$ cat config.mk
export PLATFORM = sky130hd
export DESIGN_NAME = outbound_frame_encapsulator_flat
export DESIGN_NICKNAME = d
export VERILOG_FILES = /design/src/rtl/ofe_pkg.sv /design/src/rtl/ofe_if.sv /design/src/rtl/ofe_cfg_regs.sv /design/src/rtl/ofe_frame_builder.sv /design/src/rtl/ofe_byte_emitter.sv /design/src/rtl/outbound_frame_encapsulator.sv /design/src/flat_wrapper.sv
export SDC_FILE = /design/constraint.sdc
export NUM_CORES = 1
export LEC_CHECK = 0
export BUFFER_PORTS_ARGS = -buffer_cell sky130_fd_sc_hd__buf_2
export CAP_MARGIN = 20
export CELL_PAD_IN_SITES_DETAIL_PLACEMENT = 1
export CELL_PAD_IN_SITES_GLOBAL_PLACEMENT = 2
export CORE_MARGIN = 1.5
export CORE_UTILIZATION = 46
export CTS_CLUSTER_SIZE = 12
export DETAILED_ROUTE_END_ITERATION = 16
export PLACE_DENSITY_LB_ADDON = 0.05
export SKIP_CTS_REPAIR_TIMING = 1
export SYNTH_ARGS = -nofsm -noshare
export SYNTH_HDL_FRONTEND = slang
export SYNTH_HIERARCHICAL = 1
export SYNTH_SLANG_ARGS = --single-unit
$ cat constraint.sdc
create_clock -name clk -period 8 [get_ports clk]
set_input_delay 1.6 -clock clk [delete_from_list [all_inputs] [get_ports clk]]
set_output_delay 1.6 -clock clk [all_outputs]
set_load 0.03 [all_outputs]
$ cat src/rtl/ofe_pkg.sv
// ofe_pkg: shared types and constants for the outbound frame encapsulator.
// No dependencies; every other file in rtl/ uses it by scoped names.
`timescale 1ns / 1ps
`default_nettype none

package ofe_pkg;

    localparam int MAX_BYTES = 11;
    localparam int CNT_W     = 4;
    localparam int LEN_W     = 32;
    localparam int CFG_IDX_W = 1;
    localparam int CFG_DAT_W = 1;

    localparam logic [CFG_IDX_W-1:0] CFG_IDX_TRANSPORT_MODE = 1'b0;
    localparam logic [CFG_IDX_W-1:0] CFG_IDX_TCP_FORMAT     = 1'b1;

    localparam logic [7:0] WS_FIN_TEXT   = 8'h81;
    localparam logic [7:0] WS_LEN16_CODE = 8'd126;
    localparam logic [7:0] WS_LEN64_CODE = 8'd127;
    localparam logic [LEN_W-1:0] WS_LEN7_MAX = 32'd125;
    localparam logic [7:0] CHAR_CR = 8'h0d;
    localparam logic [7:0] CHAR_LF = 8'h0a;

    localparam logic [CNT_W-1:0] HDR_N_NONE  = 4'd0;
    localparam logic [CNT_W-1:0] HDR_N_SHORT = 4'd2;
    localparam logic [CNT_W-1:0] HDR_N_MID   = 4'd4;
    localparam logic [CNT_W-1:0] HDR_N_LONG  = 4'd10;

    typedef logic [MAX_BYTES-1:0][7:0] burst_bytes_t;

    typedef struct packed {
        logic              start_req;
        logic [LEN_W-1:0]  payload_len;
        logic              has_byte;
        logic [7:0]        data_byte;
        logic              last;
    } item_t;

    typedef struct packed {
        burst_bytes_t      bytes;
        logic [CNT_W-1:0]  cnt;
    } burst_t;

    typedef struct packed {
        logic transport_mode;
        logic tcp_format;
    } cfg_t;

endpackage

`default_nettype wire

$ cat src/rtl/ofe_if.sv
// ofe_if: valid/ready channel interfaces for items, results and config writes.
// Depends on ofe_pkg for field widths.
`timescale 1ns / 1ps
`default_nettype none

interface ofe_item_if;
    logic                        valid;
    logic                        ready;
    logic                        start_req;
    logic [ofe_pkg::LEN_W-1:0]   payload_len;
    logic                        has_byte;
    logic [7:0]                  data_byte;
    logic                        last;

    modport source (output valid, start_req, payload_len, has_byte, data_byte, last,
                    input ready);
    modport sink   (input valid, start_req, payload_len, has_byte, data_byte, last,
                    output ready);
endinterface

interface ofe_result_if;
    logic       valid;
    logic       ready;
    logic [7:0] out_byte;
    logic       out_last;

    modport source (output valid, out_byte, out_last, input ready);
    modport sink   (input valid, out_byte, out_last, output ready);
endinterface

interface ofe_cfg_if;
    logic                            valid;
    logic                            ready;
    logic [ofe_pkg::CFG_IDX_W-1:0]   index;
    logic [ofe_pkg::CFG_DAT_W-1:0]   data;

    modport source (output valid, index, data, input ready);
    modport sink   (input valid, index, data, output ready);
endinterface

`default_nettype wire

$ cat src/rtl/ofe_cfg_regs.sv
// ofe_cfg_regs: transport_mode and tcp_format configuration registers.
// Depends on ofe_pkg and ofe_cfg_if.
`timescale 1ns / 1ps
`default_nettype none

module ofe_cfg_regs (
    input  wire logic    clk,
    input  wire logic    rst_n,
    ofe_cfg_if.sink      cfg,
    output ofe_pkg::cfg_t cfg_state
);

    ofe_pkg::cfg_t cfg_reg;
    ofe_pkg::cfg_t cfg_next;

    assign cfg.ready = 1'b1;

    always_comb
    begin
        cfg_next = cfg_reg;
        if (cfg.valid)
        begin
            case (cfg.index)
                ofe_pkg::CFG_IDX_TRANSPORT_MODE: cfg_next.transport_mode = cfg.data[0];
                ofe_pkg::CFG_IDX_TCP_FORMAT:     cfg_next.tcp_format     = cfg.data[0];
                default:                         cfg_next = cfg_reg;
            endcase
        end
    end

    always_ff @(posedge clk or negedge rst_n)
    begin
        if (!rst_n)
            cfg_reg <= '0;
        else
            cfg_reg <= cfg_next;
    end

    assign cfg_state = cfg_reg;

endmodule

`default_nettype wire

$ cat src/rtl/ofe_frame_builder.sv
// ofe_frame_builder: input register and the logic that lays out the bytes
// (header, payload byte, CR LF) caused by one item. Depends on ofe_pkg, ofe_item_if.
`timescale 1ns / 1ps
`default_nettype none

module ofe_frame_builder (
    input  wire logic          clk,
    input  wire logic          rst_n,
    ofe_item_if.sink           item,
    input  wire ofe_pkg::cfg_t cfg_state,
    input  wire logic          burst_free,
    output logic               load_valid,
    output ofe_pkg::burst_t    load_burst
);

    logic           s1_valid_reg;
    logic           s1_valid_next;
    ofe_pkg::item_t s1_item_reg;
    ofe_pkg::item_t s1_item_next;
    logic           accept;

    ofe_pkg::burst_bytes_t      hdr;
    logic [ofe_pkg::CNT_W-1:0]  hdr_n;
    logic [ofe_pkg::CNT_W-1:0]  crlf_pos;
    logic                       add_crlf;
    logic [15:0]                prefix;
    logic [ofe_pkg::LEN_W-1:0]  len;

    assign item.ready = !s1_valid_reg || burst_free;
    assign accept     = item.valid && item.ready;

    always_comb
    begin
        s1_item_next = s1_item_reg;
        if (accept)
        begin
            s1_item_next.start_req   = item.start_req;
            s1_item_next.payload_len = item.payload_len;
            s1_item_next.has_byte    = item.has_byte;
            s1_item_next.data_byte   = item.data_byte;
            s1_item_next.last        = item.last;
        end
        if (accept)
            s1_valid_next = 1'b1;
        else if (burst_free)
            s1_valid_next = 1'b0;
        else
            s1_valid_next = s1_valid_reg;
    end

    always_ff @(posedge clk or negedge rst_n)
    begin
        if (!rst_n)
            s1_valid_reg <= 1'b0;
        else
            s1_valid_reg <= s1_valid_next;
    end

    always_ff @(posedge clk)
    begin
        s1_item_reg <= s1_item_next;
    end

    // header layout, left-justified in hdr
    assign len    = s1_item_reg.payload_len;
    assign prefix = len[15:0] + 16'd2;

    always_comb
    begin
        hdr   = '0;
        hdr_n = ofe_pkg::HDR_N_NONE;
        if (s1_item_reg.start_req)
        begin
            if (cfg_state.transport_mode)
            begin
                hdr[0] = ofe_pkg::WS_FIN_TEXT;
                if (len <= ofe_pkg::WS_LEN7_MAX)
                begin
                    hdr[1] = len[7:0];
                    hdr_n  = ofe_pkg::HDR_N_SHORT;
                end
                else if (len[31:16] == 16'd0)
                begin
                    hdr[1] = ofe_pkg::WS_LEN16_CODE;
                    hdr[2] = len[15:8];
                    hdr[3] = len[7:0];
                    hdr_n  = ofe_pkg::HDR_N_MID;
                end
                else
                begin
                    hdr[1] = ofe_pkg::WS_LEN64_CODE;
                    hdr[6] = len[31:24];
                    hdr[7] = len[23:16];
                    hdr[8] = len[15:8];
                    hdr[9] = len[7:0];
                    hdr_n  = ofe_pkg::HDR_N_LONG;
                end
            end
            else if (!cfg_state.tcp_format)
            begin
                hdr[0] = prefix[7:0];
                hdr[1] = prefix[15:8];
                hdr_n  = ofe_pkg::HDR_N_SHORT;
            end
        end
    end

    assign add_crlf = s1_item_reg.last && !cfg_state.transport_mode && cfg_state.tcp_format;
    assign crlf_pos = hdr_n + {{(ofe_pkg::CNT_W-1){1'b0}}, s1_item_reg.has_byte};

    always_comb
    begin
        for (int k = 0; k < ofe_pkg::MAX_BYTES; k++)
        begin
            if (ofe_pkg::CNT_W'(k) < hdr_n)
                load_burst.bytes[k] = hdr[k];
            else if (s1_item_reg.has_byte && ofe_pkg::CNT_W'(k) == hdr_n)
                load_burst.bytes[k] = s1_item_reg.data_byte;
            else if (ofe_pkg::CNT_W'(k) == crlf_pos)
                load_burst.bytes[k] = ofe_pkg::CHAR_CR;
            else
                load_burst.bytes[k] = ofe_pkg::CHAR_LF;
        end
        load_burst.cnt = crlf_pos + (add_crlf ? ofe_pkg::CNT_W'(2) : ofe_pkg::CNT_W'(0));
    end

    assign load_valid = s1_valid_reg;

endmodule

`default_nettype wire

$ cat src/rtl/ofe_byte_emitter.sv
// ofe_byte_emitter: holds one item's byte burst and shifts it out through
// the result register, one byte per transaction. Depends on ofe_pkg, ofe_result_if.
`timescale 1ns / 1ps
`default_nettype none

module ofe_byte_emitter (
    input  wire logic            clk,
    input  wire logic            rst_n,
    input  wire logic            load_valid,
    input  wire ofe_pkg::burst_t load_burst,
    output logic                 burst_free,
    ofe_result_if.source         result
);

    logic                       burst_valid_reg;
    logic                       burst_valid_next;
    ofe_pkg::burst_bytes_t      bytes_reg;
    ofe_pkg::burst_bytes_t      bytes_next;
    logic [ofe_pkg::CNT_W-1:0]  cnt_reg;
    logic [ofe_pkg::CNT_W-1:0]  cnt_next;

    logic                       out_valid_reg;
    logic                       out_valid_next;
    logic [7:0]                 out_byte_reg;
    logic [7:0]                 out_byte_next;
    logic                       out_last_reg;
    logic                       out_last_next;

    logic out_ok;
    logic emit;
    logic burst_done;
    logic load;

    assign out_ok     = !out_valid_reg || result.ready;
    assign emit       = burst_valid_reg && out_ok;
    assign burst_done = emit && (cnt_reg == ofe_pkg::CNT_W'(1));
    assign burst_free = !burst_valid_reg || burst_done;
    assign load       = load_valid && burst_free && (load_burst.cnt != '0);

    always_comb
    begin
        burst_valid_next = burst_valid_reg;
        bytes_next       = bytes_reg;
        cnt_next         = cnt_reg;
        if (load)
        begin
            burst_valid_next = 1'b1;
            bytes_next       = load_burst.bytes;
            cnt_next         = load_burst.cnt;
        end
        else if (emit)
        begin
            burst_valid_next = !burst_done;
            bytes_next       = bytes_reg >> 8;
            cnt_next         = cnt_reg - ofe_pkg::CNT_W'(1);
        end

        out_valid_next = out_valid_reg;
        out_byte_next  = out_byte_reg;
        out_last_next  = out_last_reg;
        if (emit)
        begin
            out_valid_next = 1'b1;
            out_byte_next  = bytes_reg[0];
            out_last_next  = (cnt_reg == ofe_pkg::CNT_W'(1));
        end
        else if (result.ready)
        begin
            out_valid_next = 1'b0;
        end
    end

    always_ff @(posedge clk or negedge rst_n)
    begin
        if (!rst_n)
        begin
            burst_valid_reg <= 1'b0;
            cnt_reg         <= '0;
            out_valid_reg   <= 1'b0;
        end
        else
        begin
            burst_valid_reg <= burst_valid_next;
            cnt_reg         <= cnt_next;
            out_valid_reg   <= out_valid_next;
        end
    end

    always_ff @(posedge clk)
    begin
        bytes_reg    <= bytes_next;
        out_byte_reg <= out_byte_next;
        out_last_reg <= out_last_next;
    end

    assign result.valid    = out_valid_reg;
    assign result.out_byte = out_byte_reg;
    assign result.out_last = out_last_reg;

    a_burst_nonempty: assert property (@(posedge clk) disable iff (!rst_n)
        burst_valid_reg |-> (cnt_reg != '0))
        else $error("burst held with zero byte count");

    a_burst_holds_on_stall: assert property (@(posedge clk) disable iff (!rst_n)
        (burst_valid_reg && !out_ok) |=> (burst_valid_reg && $stable(cnt_reg)))
        else $error("burst changed while result stalled");

    a_last_marks_burst_end: assert property (@(posedge clk) disable iff (!rst_n)
        emit |=> (out_last_reg == $past(cnt_reg == ofe_pkg::CNT_W'(1))))
        else $error("out_last does not match end of burst");

endmodule

`default_nettype wire

$ cat src/rtl/outbound_frame_encapsulator.sv
// outbound_frame_encapsulator: top level; frames payload bytes for TCP or WebSocket.
// Items pass the input register, then the burst register, then the result register.
// Throughput: one item per cycle while each item yields one byte and result.ready holds;
// a multi-byte burst (up to 11 bytes) holds the result register until all are sent.
// Reset (rst_n, async, active low) empties the pipeline and zeroes both config registers.
`timescale 1ns / 1ps
`default_nettype none

module outbound_frame_encapsulator (
    input  wire logic    clk,
    input  wire logic    rst_n,
    ofe_item_if.sink     item,
    ofe_result_if.source result,
    ofe_cfg_if.sink      cfg
);

    ofe_pkg::cfg_t   cfg_state;
    ofe_pkg::burst_t load_burst;
    logic            load_valid;
    logic            burst_free;

    ofe_cfg_regs u_cfg_regs (
        .clk       (clk),
        .rst_n     (rst_n),
        .cfg       (cfg),
        .cfg_state (cfg_state)
    );

    ofe_frame_builder u_frame_builder (
        .clk        (clk),
        .rst_n      (rst_n),
        .item       (item),
        .cfg_state  (cfg_state),
        .burst_free (burst_free),
        .load_valid (load_valid),
        .load_burst (load_burst)
    );

    ofe_byte_emitter u_byte_emitter (
        .clk        (clk),
        .rst_n      (rst_n),
        .load_valid (load_valid),
        .load_burst (load_burst),
        .burst_free (burst_free),
        .result     (result)
    );

endmodule

`default_nettype wire
$ cat src/flat_wrapper.sv
// flat-port wrapper written by rule: the top's interface ports become plain ports
module outbound_frame_encapsulator_flat 
  (clk, rst_n, item_valid, item_start_req, item_payload_len, item_has_byte, item_data_byte, item_last, item_ready, result_valid, result_out_byte, result_out_last, result_ready, cfg_valid, cfg_index, cfg_data, cfg_ready);
  ofe_item_if item_i ();
  ofe_result_if result_i ();
  ofe_cfg_if cfg_i ();
  input  wire logic clk;
  input  wire logic rst_n;
  input wire logic [$bits(item_i.valid)-1:0] item_valid;
  input wire logic [$bits(item_i.start_req)-1:0] item_start_req;
  input wire logic [$bits(item_i.payload_len)-1:0] item_payload_len;
  input wire logic [$bits(item_i.has_byte)-1:0] item_has_byte;
  input wire logic [$bits(item_i.data_byte)-1:0] item_data_byte;
  input wire logic [$bits(item_i.last)-1:0] item_last;
  output wire logic [$bits(item_i.ready)-1:0] item_ready;
  output wire logic [$bits(result_i.valid)-1:0] result_valid;
  output wire logic [$bits(result_i.out_byte)-1:0] result_out_byte;
  output wire logic [$bits(result_i.out_last)-1:0] result_out_last;
  input wire logic [$bits(result_i.ready)-1:0] result_ready;
  input wire logic [$bits(cfg_i.valid)-1:0] cfg_valid;
  input wire logic [$bits(cfg_i.index)-1:0] cfg_index;
  input wire logic [$bits(cfg_i.data)-1:0] cfg_data;
  output wire logic [$bits(cfg_i.ready)-1:0] cfg_ready;
  assign item_i.valid = item_valid;
  assign item_i.start_req = item_start_req;
  assign item_i.payload_len = item_payload_len;
  assign item_i.has_byte = item_has_byte;
  assign item_i.data_byte = item_data_byte;
  assign item_i.last = item_last;
  assign item_ready = item_i.ready;
  assign result_valid = result_i.valid;
  assign result_out_byte = result_i.out_byte;
  assign result_out_last = result_i.out_last;
  assign result_i.ready = result_ready;
  assign cfg_i.valid = cfg_valid;
  assign cfg_i.index = cfg_index;
  assign cfg_i.data = cfg_data;
  assign cfg_ready = cfg_i.ready;
  outbound_frame_encapsulator u_core (.clk(clk), .rst_n(rst_n), .item(item_i), .result(result_i), .cfg(cfg_i));
endmodule
* Word level (Yosys, flattened, before mapping)
Index checks and enable logic that the tools add are counted.
** Operators by class
- Add/sub/neg operators :: 4
- Order comparisons :: 12
- Equal/unequal tests :: 21
- Muxes and demuxes :: 61
- Bitwise operators :: 1
- Reductions and logical operators :: 35
** Operators by type and width (number)
- $mux 8 :: 23
- $mux 88 :: 2
- $mux 32 :: 5
- $mux 16 :: 5
- $mux 3 :: 11
- $eq 3x4->1 const A :: 8
- $le 32x7->1 const B :: 1
- $eq 4x4->1 const A :: 6
- $mux 4 :: 6
- $logic_and 1x1->1 :: 18
- $add 16x2->16 const B :: 1
- $eq 2x4->1 const A :: 4
- $logic_not 16->1 :: 1
- $lt 3x4->1 const A :: 4
- $lt 4x4->1 const A :: 3
- $eq 1x4->1 const A :: 2
- $logic_not 4->1 :: 2
- $lt 1x4->1 const A :: 2
- $lt 2x4->1 const A :: 2
- $mux 1 :: 7
- $reduce_bool 2->1 :: 3
- $logic_not 1->1 :: 5
- $add 4x1->4 :: 1
- $add 4x2->4 :: 1
- 7 further kinds :: 11
** Storage, ports and cells
- Register bits :: 149
- Bits of input ports :: 50
- Output and inout port bits :: 12
- Logic and storage cells :: 158

* Logic depth before layout (Yosys ltp)
Gate-level depths: netlist of the first run.
- Word-level depth :: 11
- Gate-level depth with buffers :: 15
- Mapped depth without buffers :: 11

* By module
Netlist of the first run, hierarchy kept.
** Modules (own cells, without submodules)
- ofe_byte_emitter :: instances 1, cells an instance 227, area each 4605.7 µm², seq. area each 3062.9 µm²
- ofe_frame_builder :: instances 1, cells an instance 262, area each 2602.5 µm², seq. area each 1316.3 µm²
- ofe_cfg_regs :: instances 1, cells an instance 8, area each 97.6 µm², seq. area each 50.0 µm²

* Worst setup path after synthesis of the first run
No wires, ideal clock.
- Kind :: register to register
- Start :: register u_core.u_frame_builder.s1_item_reg (netlist bit u_core/u_frame_builder/len[9])
- End :: register u_core/u_byte_emitter/bytes_reg[0] (netlist name), enable pin
- Library setup time :: 0.452 ns
- Arrival :: 4.584 ns
- Required time :: 7.548 ns
- Setup slack :: 2.964 ns
- Stages on the path, launching flop included :: 15
- Path buffers :: 4
- Clock period less this slack :: 5.036 ns
- Cell sequence :: edfxtp_1 nor4_1 nand3_1 nor2_2 or3_1 buf_6 clkinv_4 buf_8 ha_1 xnor2_1 o41ai_2 and2b_4 buf_12 clkbuf_2 or2_1
** RTL lines
- start: declaration :: RTL line ofe_frame_builder.sv:18 : ofe_pkg::item_t s1_item_reg;
- start signal: assignment :: RTL line ofe_frame_builder.sv:61 : s1_item_reg <= s1_item_next;
- end signal: assignment :: RTL line ofe_byte_emitter.sv:91 : bytes_reg <= bytes_next;
- end: declaration :: RTL line ofe_byte_emitter.sv:17 : ofe_pkg::burst_bytes_t bytes_reg;

==> metrics.cfg, run 1 <==
[layout]
largest_reg_flops=88
n_antenna_cell=0
nFillCells=1534
synthToLayoutAreaGrowth_pct=12.9
drive_gt1_share_pct=34.0
final_core_util_pct=53.7
nNetsFinal=607

[pwr]
p_per_area_mw_per_mm2=299
leakage_nw=3.14
irDropWorstVdd_v=0.000199
power_mw=2.46

[yosys]
seq_area_frac_synth_pct=60.6
synth_edf_count=140
synth_warnings=6
synth_seq_cells=149
syn_inst=497
yosys.area.top_type=edfxtp_1
yosysUniqueCellTypes=56
synth_top_area_share_pct=57.5
async_flop_share_pct=6.04
synth_ff_type=edfxtp_1
netlist_area_sq_mm=0.00731
yosys-top-cells-area=edfxtp_1 (58%), mux2_4 (13%), mux2_2 (3.7%)
syn_avg_cell_area_sq_um=14.7

[drt]
vias=4261
drt_drc_violations_left=0
routedWlPerCell_um=22.0
first_pass_iters=4
drt_iter0_drc=278
vias_per_cell=5.49
ant_nets=0
totalWireLength_um=17100

[clock_network]
cts_buffers=17
cts.reportedPaths.clkPinSlew_ns=0.06
cts_root_buf=clkbuf_16
cts_tree=yes
cts_sinks=149
clockBufferDepth=2
clk_latency_ns=0.43
h-tree-depth=4

[sta]
holdWs_ns=0.418
fin_ws_ns=3.04
rsz0062_at_grt=no
timing.fmax_ghz=0.202
setup_tns_ns=0
layout_min_cycle_time_ns=4.96
hold_violations=0
final.setup_skew_ns=0.00855
tightest_slew_ns=1.09
slew_violations=0
setup_viol=0
timing.final.crit_share_pct=62.0
slew_headroom_pct=27.6

[status]
outcome=finished clean

[critical_path]
timing.rr.end=u_core/u_byte_emitter/bytes_reg[38]$_DFFE_PP_
worstPathRequired_ns=8.06
path_max_fanout=53
cp-end-kind=flip-flop
rrSetupSlack_ns=3.04
worstSetupStartpointType=flip-flop
ff2ff_path_depth=12
crit_type=flip-flop to flip-flop
r2r-start=u_core/u_frame_builder/len[18]$_DFFE_PP_
crit_arrival_ns=5.02

[floorplanning]
num_rows=45
die_w_um=129
ios=62
core_area_sq_mm=0.0154
start_util_pct=47.5
dieArea_sq_mm=0.0166
die_y_um=129

[hold_path]
holdCritStartpoint=u_core/u_byte_emitter/bytes_reg[1]$_DFFE_PP_
hold_end=u_core/u_byte_emitter/result.out_byte[1]$_DFFE_PP_
hp-class=flip-flop to flip-flop
worstHoldPathCells=0

[global_routing]
antenna_found_initial=0
grt_first_pass_wirelength_um=26200
grt_pass1_vias=4446
grt_overflow=0
grt_max_degree=65
gr-usage-all-layers_pct=21.8

[place]
dp_hpwl_um=11500
place.gp.congestion=0.876
io_buffers=60
pre_cts_slack_ns=3.04

[flow_run]
cap_viol_max_count=0

## critical path: stages (launching register included)
cell and delay, ns:
edfxtp_1 0.38, nor4_1 0.55, and4_1 0.62, nand2_1 0.14, nor2_1 0.18, nor2_1 0.07
ha_1 0.21, ha_1 0.20, xnor2_1 0.23, o41ai_2 0.11, and2b_4 0.61, or2_4 0.57
buf_4 0.65
## stage by stage
stage | cells | cell area (sq um)
2_1_floorplan | 500 | 7320
3_3_place_gp | 743 | 7630
3_5_place_dp | 743 | 7630
4_1_cts | 775 | 8230
5_1_grt | 776 | 8250
6_report | 776 | 8250
## logic make-up (layout without fill, tap and decap cells)
| kind of cell | Yosys count | in the layout | synth area share [%] |
|---|---|---|---|
| compound gates | 49 | 49 | 4.69 |
| other cells | 2 | 5 | 0.103 |
| mux | 86 | 86 | 16.4 |
| simple gates | 149 | 149 | 10.9 |
| xor+xnor | 16 | 16 | 1.92 |
| flops | 149 | 149 | 60.6 |
| buf+inv | 41 | 106 | 4.49 |
| fa+ha+maj | 5 | 5 | 0.856 |
## report_power, final
group	internal (mW)	switching (mW)	leakage (nW)
Sequential	1.07	0.0904	1.45
Clock	0.493	0.330	0.290
Combinational	0.248	0.230	1.40
## worst max-delay path by stage
stage	startpoint	end	cells past startpoint	slack, ns
3_3_place_gp	u_core/u_frame_builder/len[7]$_DFFE_PP_	u_core/u_byte_emitter/bytes_reg[22]$_DFFE_PP_	11	3.16
2_1_floorplan	u_core/u_frame_builder/len[9]$_DFFE_PP_	u_core/u_byte_emitter/bytes_reg[0]$_DFFE_PP_	14	2.96
3_5_place_dp	u_core/u_frame_builder/len[7]$_DFFE_PP_	u_core/u_byte_emitter/bytes_reg[45]$_DFFE_PP_	11	3.04
6_report	u_core/u_frame_builder/len[18]$_DFFE_PP_	u_core/u_byte_emitter/bytes_reg[38]$_DFFE_PP_	12	3.04
5_1_grt	u_core/u_frame_builder/len[27]$_DFFE_PP_	u_core/u_byte_emitter/bytes_reg[38]$_DFFE_PP_	12	2.72
4_1_cts	u_core/u_frame_builder/len[7]$_DFFE_PP_	u_core/u_byte_emitter/bytes_reg[30]$_DFFE_PP_	11	3.02
## synthesized netlist by cell type (all sizes together), types with 3 or more instances
cell,count
nand4,4
inv,6
a21oi,7
a31oi,4
nor4,7
clkinv,3
nor3,5
a22o,4
ha,5
clkbuf,13
buf,19
nand2b,7
nor2,33
dfrtp,9
or3,8
o22ai,6
nand3,11
nand2,24
and4,4
a21o,3
mux2,85
xor2,8
xnor2,8
edfxtp,140
and3,27
and2,14
o21ai,10
## cell usage in the layout, fill, tap and decap left out, types with 5 or more instances in the layout
cell type	count
xor2_1	8
nor4_1	7
ha_1	5
buf_2	60
or3_1	8
o21ai_0	10
mux2_4	61
dfrtp_1	9
a21oi_1	7
and3_1	25
nand3_1	11
o22ai_1	6
conb_1	5
nand2b_1	7
edfxtp_1	140
clkbuf_16	17
inv_1	6
nor3_1	5
nor2_1	32
nand2_1	24
mux2_2	24
xnor2_1	8
and2_1	13
## metal layers
layer	vias up	part of all wire [%]	track usage, %
met4	0	1.9	6.87
li1	1981	-	-
met5	-	0	0
met2	118	46	33.6
met3	26	5.3	4.87
met1	2136	47	31.1
## cell type report
cell class / count / area (sq um) / area share, %
Clock buffer: 17 / 425 / 5.16
Sequential cell: 149 / 4430 / 53.7
Multi-Input combinational cell: 310 / 2560 / 31.1
Timing Repair Buffer: 65 / 350 / 4.25
Inverter: 9 / 38.8 / 0.470
Tap cell: 211 / 264 / 3.20
Clock inverter: 15 / 178 / 2.15
No activity file was read; power rests on OpenSTA's default activity.
==> run 2: changes to the inputs <==
--- a/config.mk
+++ b/config.mk
@@ -10,7 +10,7 @@
 export CELL_PAD_IN_SITES_DETAIL_PLACEMENT = 1
 export CELL_PAD_IN_SITES_GLOBAL_PLACEMENT = 2
 export CORE_MARGIN = 1.5
-export CORE_UTILIZATION = 46
+export CORE_UTILIZATION = 43
 export CTS_CLUSTER_SIZE = 12
 export DETAILED_ROUTE_END_ITERATION = 16
 export PLACE_DENSITY_LB_ADDON = 0.05
==> constraint.sdc (replaced) <==
create_clock -name clk -period 4.8 [get_ports clk]
set_input_delay 0.96 -clock clk [delete_from_list [all_inputs] [get_ports clk]]
set_output_delay 0.96 -clock clk [all_outputs]
set_load 0.03 [all_outputs]
==> metrics.cfg, run 2 (synthesized netlist as in run 1, its figures left out) <==
[status]
outcome=finished clean

[floorplanning]
ios=62
dieArea_sq_mm=0.0178
start_util_pct=44.1
core_area_sq_mm=0.0166
die_y_um=133
num_rows=47
die_w_um=133

[sta]
setup_tns_ns=0
holdWs_ns=0.385
rsz0062_at_grt=no
slew_violations=0
tightest_slew_ns=0.730
fin_ws_ns=0.842
hold_violations=0
timing.fmax_ghz=0.253
layout_min_cycle_time_ns=3.96
slew_headroom_pct=51.3
setup_viol=0
final.setup_skew_ns=0.00948
timing.final.crit_share_pct=82.5

[critical_path]
path_max_fanout=31
worstSetupStartpointType=flip-flop
critPathMaxStageDelay_ns=0.62
worstPathRequired_ns=4.93
cp-end-kind=flip-flop
crit_type=flip-flop to flip-flop
cp_num_buf_inv=1
crit_chain=nor4_1 > and4_1 > nand2_1 > nor2_1 > nor2_1 > ha_1 > ha_1 > xnor2_1 > o41ai_2 > and2b_4 > or2_4 > buf_4
worst_path_dominant_cell_family=simple AND/OR/NAND/NOR gates
crit_arrival_ns=4.08
cp_slowest_cell=nor4_1

[place]
pre_cts_slack_ns=0.885
io_buffers=60
place.gp.congestion=0.947
dp_hpwl_um=12600

[layout]
final_cell_mix=edfxtp_1 (140), mux2_4 (61), buf_2 (60)
nNetsFinal=620
nFillCells=1672
multi_input_area_sq_mm=0.00257
largest_reg_flops=88
drive_gt1_share_pct=34.8
synthToLayoutAreaGrowth_pct=14.5
seq_area_sq_mm=0.00443
final_common_cell=edfxtp_1

[global_routing]
grt_first_pass_wirelength_um=28200
grt_overflow=0
gr-usage-all-layers_pct=21.9
grt_max_degree=52
grt_pass1_vias=4672
antenna_found_initial=0

[flow_run]
cap_viol_max_count=0

[pwr]
irDropWorstVdd_v=0.000268
power_mw=4.08
p_per_area_mw_per_mm2=487
leakage_nw=3.19

[clock_network]
cts.reportedPaths.clkPinSlew_ns=0.06
clockBufferDepth=2
h-tree-depth=4
cts_root_buf=clkbuf_16
cts_buffers=17
cts_tree=yes
cts_sinks=149
clk_latency_ns=0.43

[hold_path]
hp-class=input port to async pin

[drt]
drt_iter0_drc=228
vias_per_cell=5.47
routedWlPerCell_um=22.8
first_pass_iters=4
ant_nets=0
drt_drc_violations_left=0
vias=4351
totalWireLength_um=18200

-- run 2: stage by stage --
step	utilization [%]	std cells	area, sq um
finish	50.4	796	8370
global route	50.4	795	8360
CTS	50.3	794	8340
detailed placement	46.9	765	7770
global placement	46.9	765	7770
floorplan	-	500	7320
-- run 2: worst register-to-register path, cell delays in order (launching register included) --
cell and delay [ns]:
edfxtp_1 0.38, nor4_1 0.62, and4_1 0.38, nand2_1 0.09, nor2_1 0.21, nor2_1 0.08
ha_1 0.22, ha_1 0.19, xnor2_1 0.25, o41ai_2 0.12, and2b_4 0.33, or2_4 0.44
buf_4 0.33
-- run 2: path summary, 6_finish.rpt --
kind                            slack [ns]                                            endpoint                                    startpoint  depth (start not counted)
worst max-delay path                  0.84       u_core/u_byte_emitter/bytes_reg[58]$_DFFE_PP_      u_core/u_frame_builder/len[18]$_DFFE_PP_                         12
worst min-delay path                  0.38        u_core/u_byte_emitter/cnt_reg[3]$_DFFE_PN0P_                                         rst_n                          1
worst max register to register        0.84       u_core/u_byte_emitter/bytes_reg[58]$_DFFE_PP_      u_core/u_frame_builder/len[18]$_DFFE_PP_                         12
worst min register to register        0.42  u_core/u_byte_emitter/result.out_byte[5]$_DFFE_PP_  u_core/u_byte_emitter/bytes_reg[5]$_DFFE_PP_                          0
max in group asynchronous             4.22      u_core/u_byte_emitter/result.valid$_DFFE_PN0P_                                         rst_n                          1
min in group clk                      0.42  u_core/u_byte_emitter/result.out_byte[5]$_DFFE_PP_  u_core/u_byte_emitter/bytes_reg[5]$_DFFE_PP_                          0
-- run 2: area by class of cell --
cell class                 instances  area share, %
tap                              220           3.29
antenna                            1         0.0299
sequential                       149           52.9
timing repair buffer              78           5.80
multi-input combinational        310           30.7
inverter                           9          0.464
clock buffer                      19           5.17
clock inverter                    10           1.62
-- run 2: power breakdown --
| group | internal [mW] | total, mW | switching (mW) | leakage, nW |
|---|---|---|---|---|
| Sequential | 1.78 | 1.92 | 0.138 | 1.45 |
| Combinational | 0.434 | 0.843 | 0.409 | 1.47 |
| Clock | 0.804 | 1.31 | 0.508 | 0.270 |
| Total | 3.02 | 4.08 | 1.06 | 3.19 |
-- run 2: layer usage --
metal  up-vias  part of all wire, %  track usage, %
li1       1994                    -               -
met1      2179                   46            29.7
met2       141                   46            33.5
met3        37                  5.1            4.87
met4         0                  3.1            10.2
met5         -                    0               0
==> run 3: changes to the inputs <==
--- a/config.mk
+++ b/config.mk
@@ -10,7 +10,7 @@
 export CELL_PAD_IN_SITES_DETAIL_PLACEMENT = 1
 export CELL_PAD_IN_SITES_GLOBAL_PLACEMENT = 2
 export CORE_MARGIN = 1.5
-export CORE_UTILIZATION = 43
+export CORE_UTILIZATION = 39
 export CTS_CLUSTER_SIZE = 12
 export DETAILED_ROUTE_END_ITERATION = 16
 export PLACE_DENSITY_LB_ADDON = 0.05
==> constraint.sdc (replaced) <==
create_clock -name clk -period 3.3 [get_ports clk]
set_input_delay 0.66 -clock clk [delete_from_list [all_inputs] [get_ports clk]]
set_output_delay 0.66 -clock clk [all_outputs]
set_load 0.03 [all_outputs]
==> metrics.cfg, run 3 (synthesized netlist as in run 1, its figures left out) <==
[status]
outcome=complete, but fails checks
violations=DRC, setup timing

[sta]
rsz0062_at_grt=yes
hold_violations=0
layout_min_cycle_time_ns=3.34
timing.fmax_ghz=0.299
fin_ws_ns=-0.0412
timing.final.crit_share_pct=101
tightest_slew_ns=0.635
final.setup_skew_ns=0.0174
holdWs_ns=0.0753
slew_headroom_pct=57.5
slew_violations=0
setup_viol=84

[layout]
n_antenna_cell=0
final_cell_area_sq_mm=0.00920
nFillCells=1805
largest_reg_flops=88
final_common_cell=edfxtp_1
drive_gt1_share_pct=43.5
final_cell_mix=edfxtp_1 (140), mux2_4 (61), buf_2 (60)
synthToLayoutAreaGrowth_pct=25.9
nNetsFinal=677

[pwr]
p_per_area_mw_per_mm2=680
leakage_nw=3.59
irDropWorstVdd_v=0.000354
power_mw=6.26

[floorplanning]
core_area_sq_mm=0.0181
die_w_um=140
dieArea_sq_mm=0.0196
ios=62
num_rows=49
die_y_um=140
start_util_pct=40.3

[critical_path]
crit_type=flip-flop to flip-flop
cp-end-kind=flip-flop
cp_slowest_cell=or3_4
crit_chain=nor4_4 > buf_4 > nand4_1 > or3_4 > clkinv_4 > ha_4 > xnor2_4 > o41ai_4 > and2b_4 > buf_12 > clkbuf_16 > mux2_4
timing.rr.end=u_core/u_byte_emitter/bytes_reg[36]$_DFFE_PP_
endpoint=u_core/u_byte_emitter/bytes_reg[36]$_DFFE_PP_
ff2ff_path_depth=12
rrSetupSlack_ns=-0.04
r2r-start=u_core/u_frame_builder/len[17]$_DFFE_PP_
crit_arrival_ns=3.51
worstPathRequired_ns=3.47
critPathMaxStageDelay_ns=0.45
critPathLaunch=u_core/u_frame_builder/len[17]$_DFFE_PP_
path_max_fanout=10
worstSetupStartpointType=flip-flop

[clock_network]
cts_sinks=149
h-tree-depth=4
clk_latency_ns=0.43
clockBufferDepth=2
cts.reportedPaths.clkPinSlew_ns=0.07
cts_buffers=17
cts_root_buf=clkbuf_16
cts_tree=yes

[global_routing]
grt_first_pass_wirelength_um=29600
grt_max_degree=44
antenna_found_initial=0
grt_overflow=0
gr-usage-all-layers_pct=20.9
grt_pass1_vias=4741

[place]
place.gp.congestion=0.888
pre_cts_slack_ns=-0.219
io_buffers=60
dp_hpwl_um=14100
placed_area_sq_mm=0.00811

[hold_path]
hp-class=input port to async pin

[drt]
drt_drc_violations_left=2
ant_nets=0
routedWlPerCell_um=24.2
vias_per_cell=5.33
vias=4604
drt_iter0_drc=323
first_pass_iters=10
totalWireLength_um=21000

[flow_run]
cap_viol_max_count=0

==> run 3: how the worst min path moves through the flow <==
stage	to	cells past startpoint	slack [ns]	from
after CTS	u_core/u_byte_emitter/result.valid$_DFFE_PN0P_	1	0.06	rst_n
after floorplan	u_core/u_byte_emitter/burst_valid_reg$_DFFE_PN0P_	0	0.36	rst_n
after detailed placement	u_core/u_byte_emitter/result.out_byte[1]$_DFFE_PP_	0	0.41	u_core/u_byte_emitter/bytes_reg[1]$_DFFE_PP_
after global routing	u_core/u_byte_emitter/result.valid$_DFFE_PN0P_	1	0.08	rst_n
final	u_core/u_byte_emitter/result.valid$_DFFE_PN0P_	1	0.08	rst_n
after global placement	u_core/u_byte_emitter/result.out_byte[4]$_DFFE_PP_	0	0.40	u_core/u_byte_emitter/bytes_reg[4]$_DFFE_PP_
==> run 3: power breakdown <==
| group | switching [mW] | internal, mW |
|---|---|---|
| combinational | 0.738 | 0.845 |
| clock | 0.846 | 1.05 |
| sequential | 0.178 | 2.59 |
| total | 1.76 | 4.49 |
==> run 3: cell type report <==
cell class	count	area, sq um	area share, %
multi-input cells	312	2720	29.6
flip-flops and latches	149	4430	48.1
clock inverters	15	144	1.56
repair buffers	133	1160	12.6
inverters	9	38.8	0.422
clock buffers	17	425	4.62
well taps	229	287	3.11
==> run 3: layer usage <==
metal  vias to the layer above  global-route usage (%)  wire (um)
met1                      2359                    29.6       9910
met3                        17                    3.68        734
met2                       104                    32.8      10100
met4                         0                    6.81        245
met5                         -                       0          0
li1                       2124                       -          -
==> run 3: per-stage QoR <==
| step | TNS (ns) | utilization [%] | instances |
|---|---|---|---|
| after detailed placement | -29.71 | 44.7 | 808 |
| after floorplan | -20.54 | - | 500 |
| final | -1.68 | 50.7 | 864 |
| after global placement | -32.62 | 44.7 | 808 |
| after CTS | -32.76 | 47.8 | 840 |
| after global routing | -8.99 | 50.7 | 864 |
==> run 3: critical path, delay by kind of cell, from the launching register on <==
family	cells	cell delay, ns
flops	1	0.43
simple gates	4	1.22
fa+ha+maj	1	0.15
buf+inv	4	0.59
xor+xnor	1	0.08
compound gates	1	0.31
mux	1	0.30
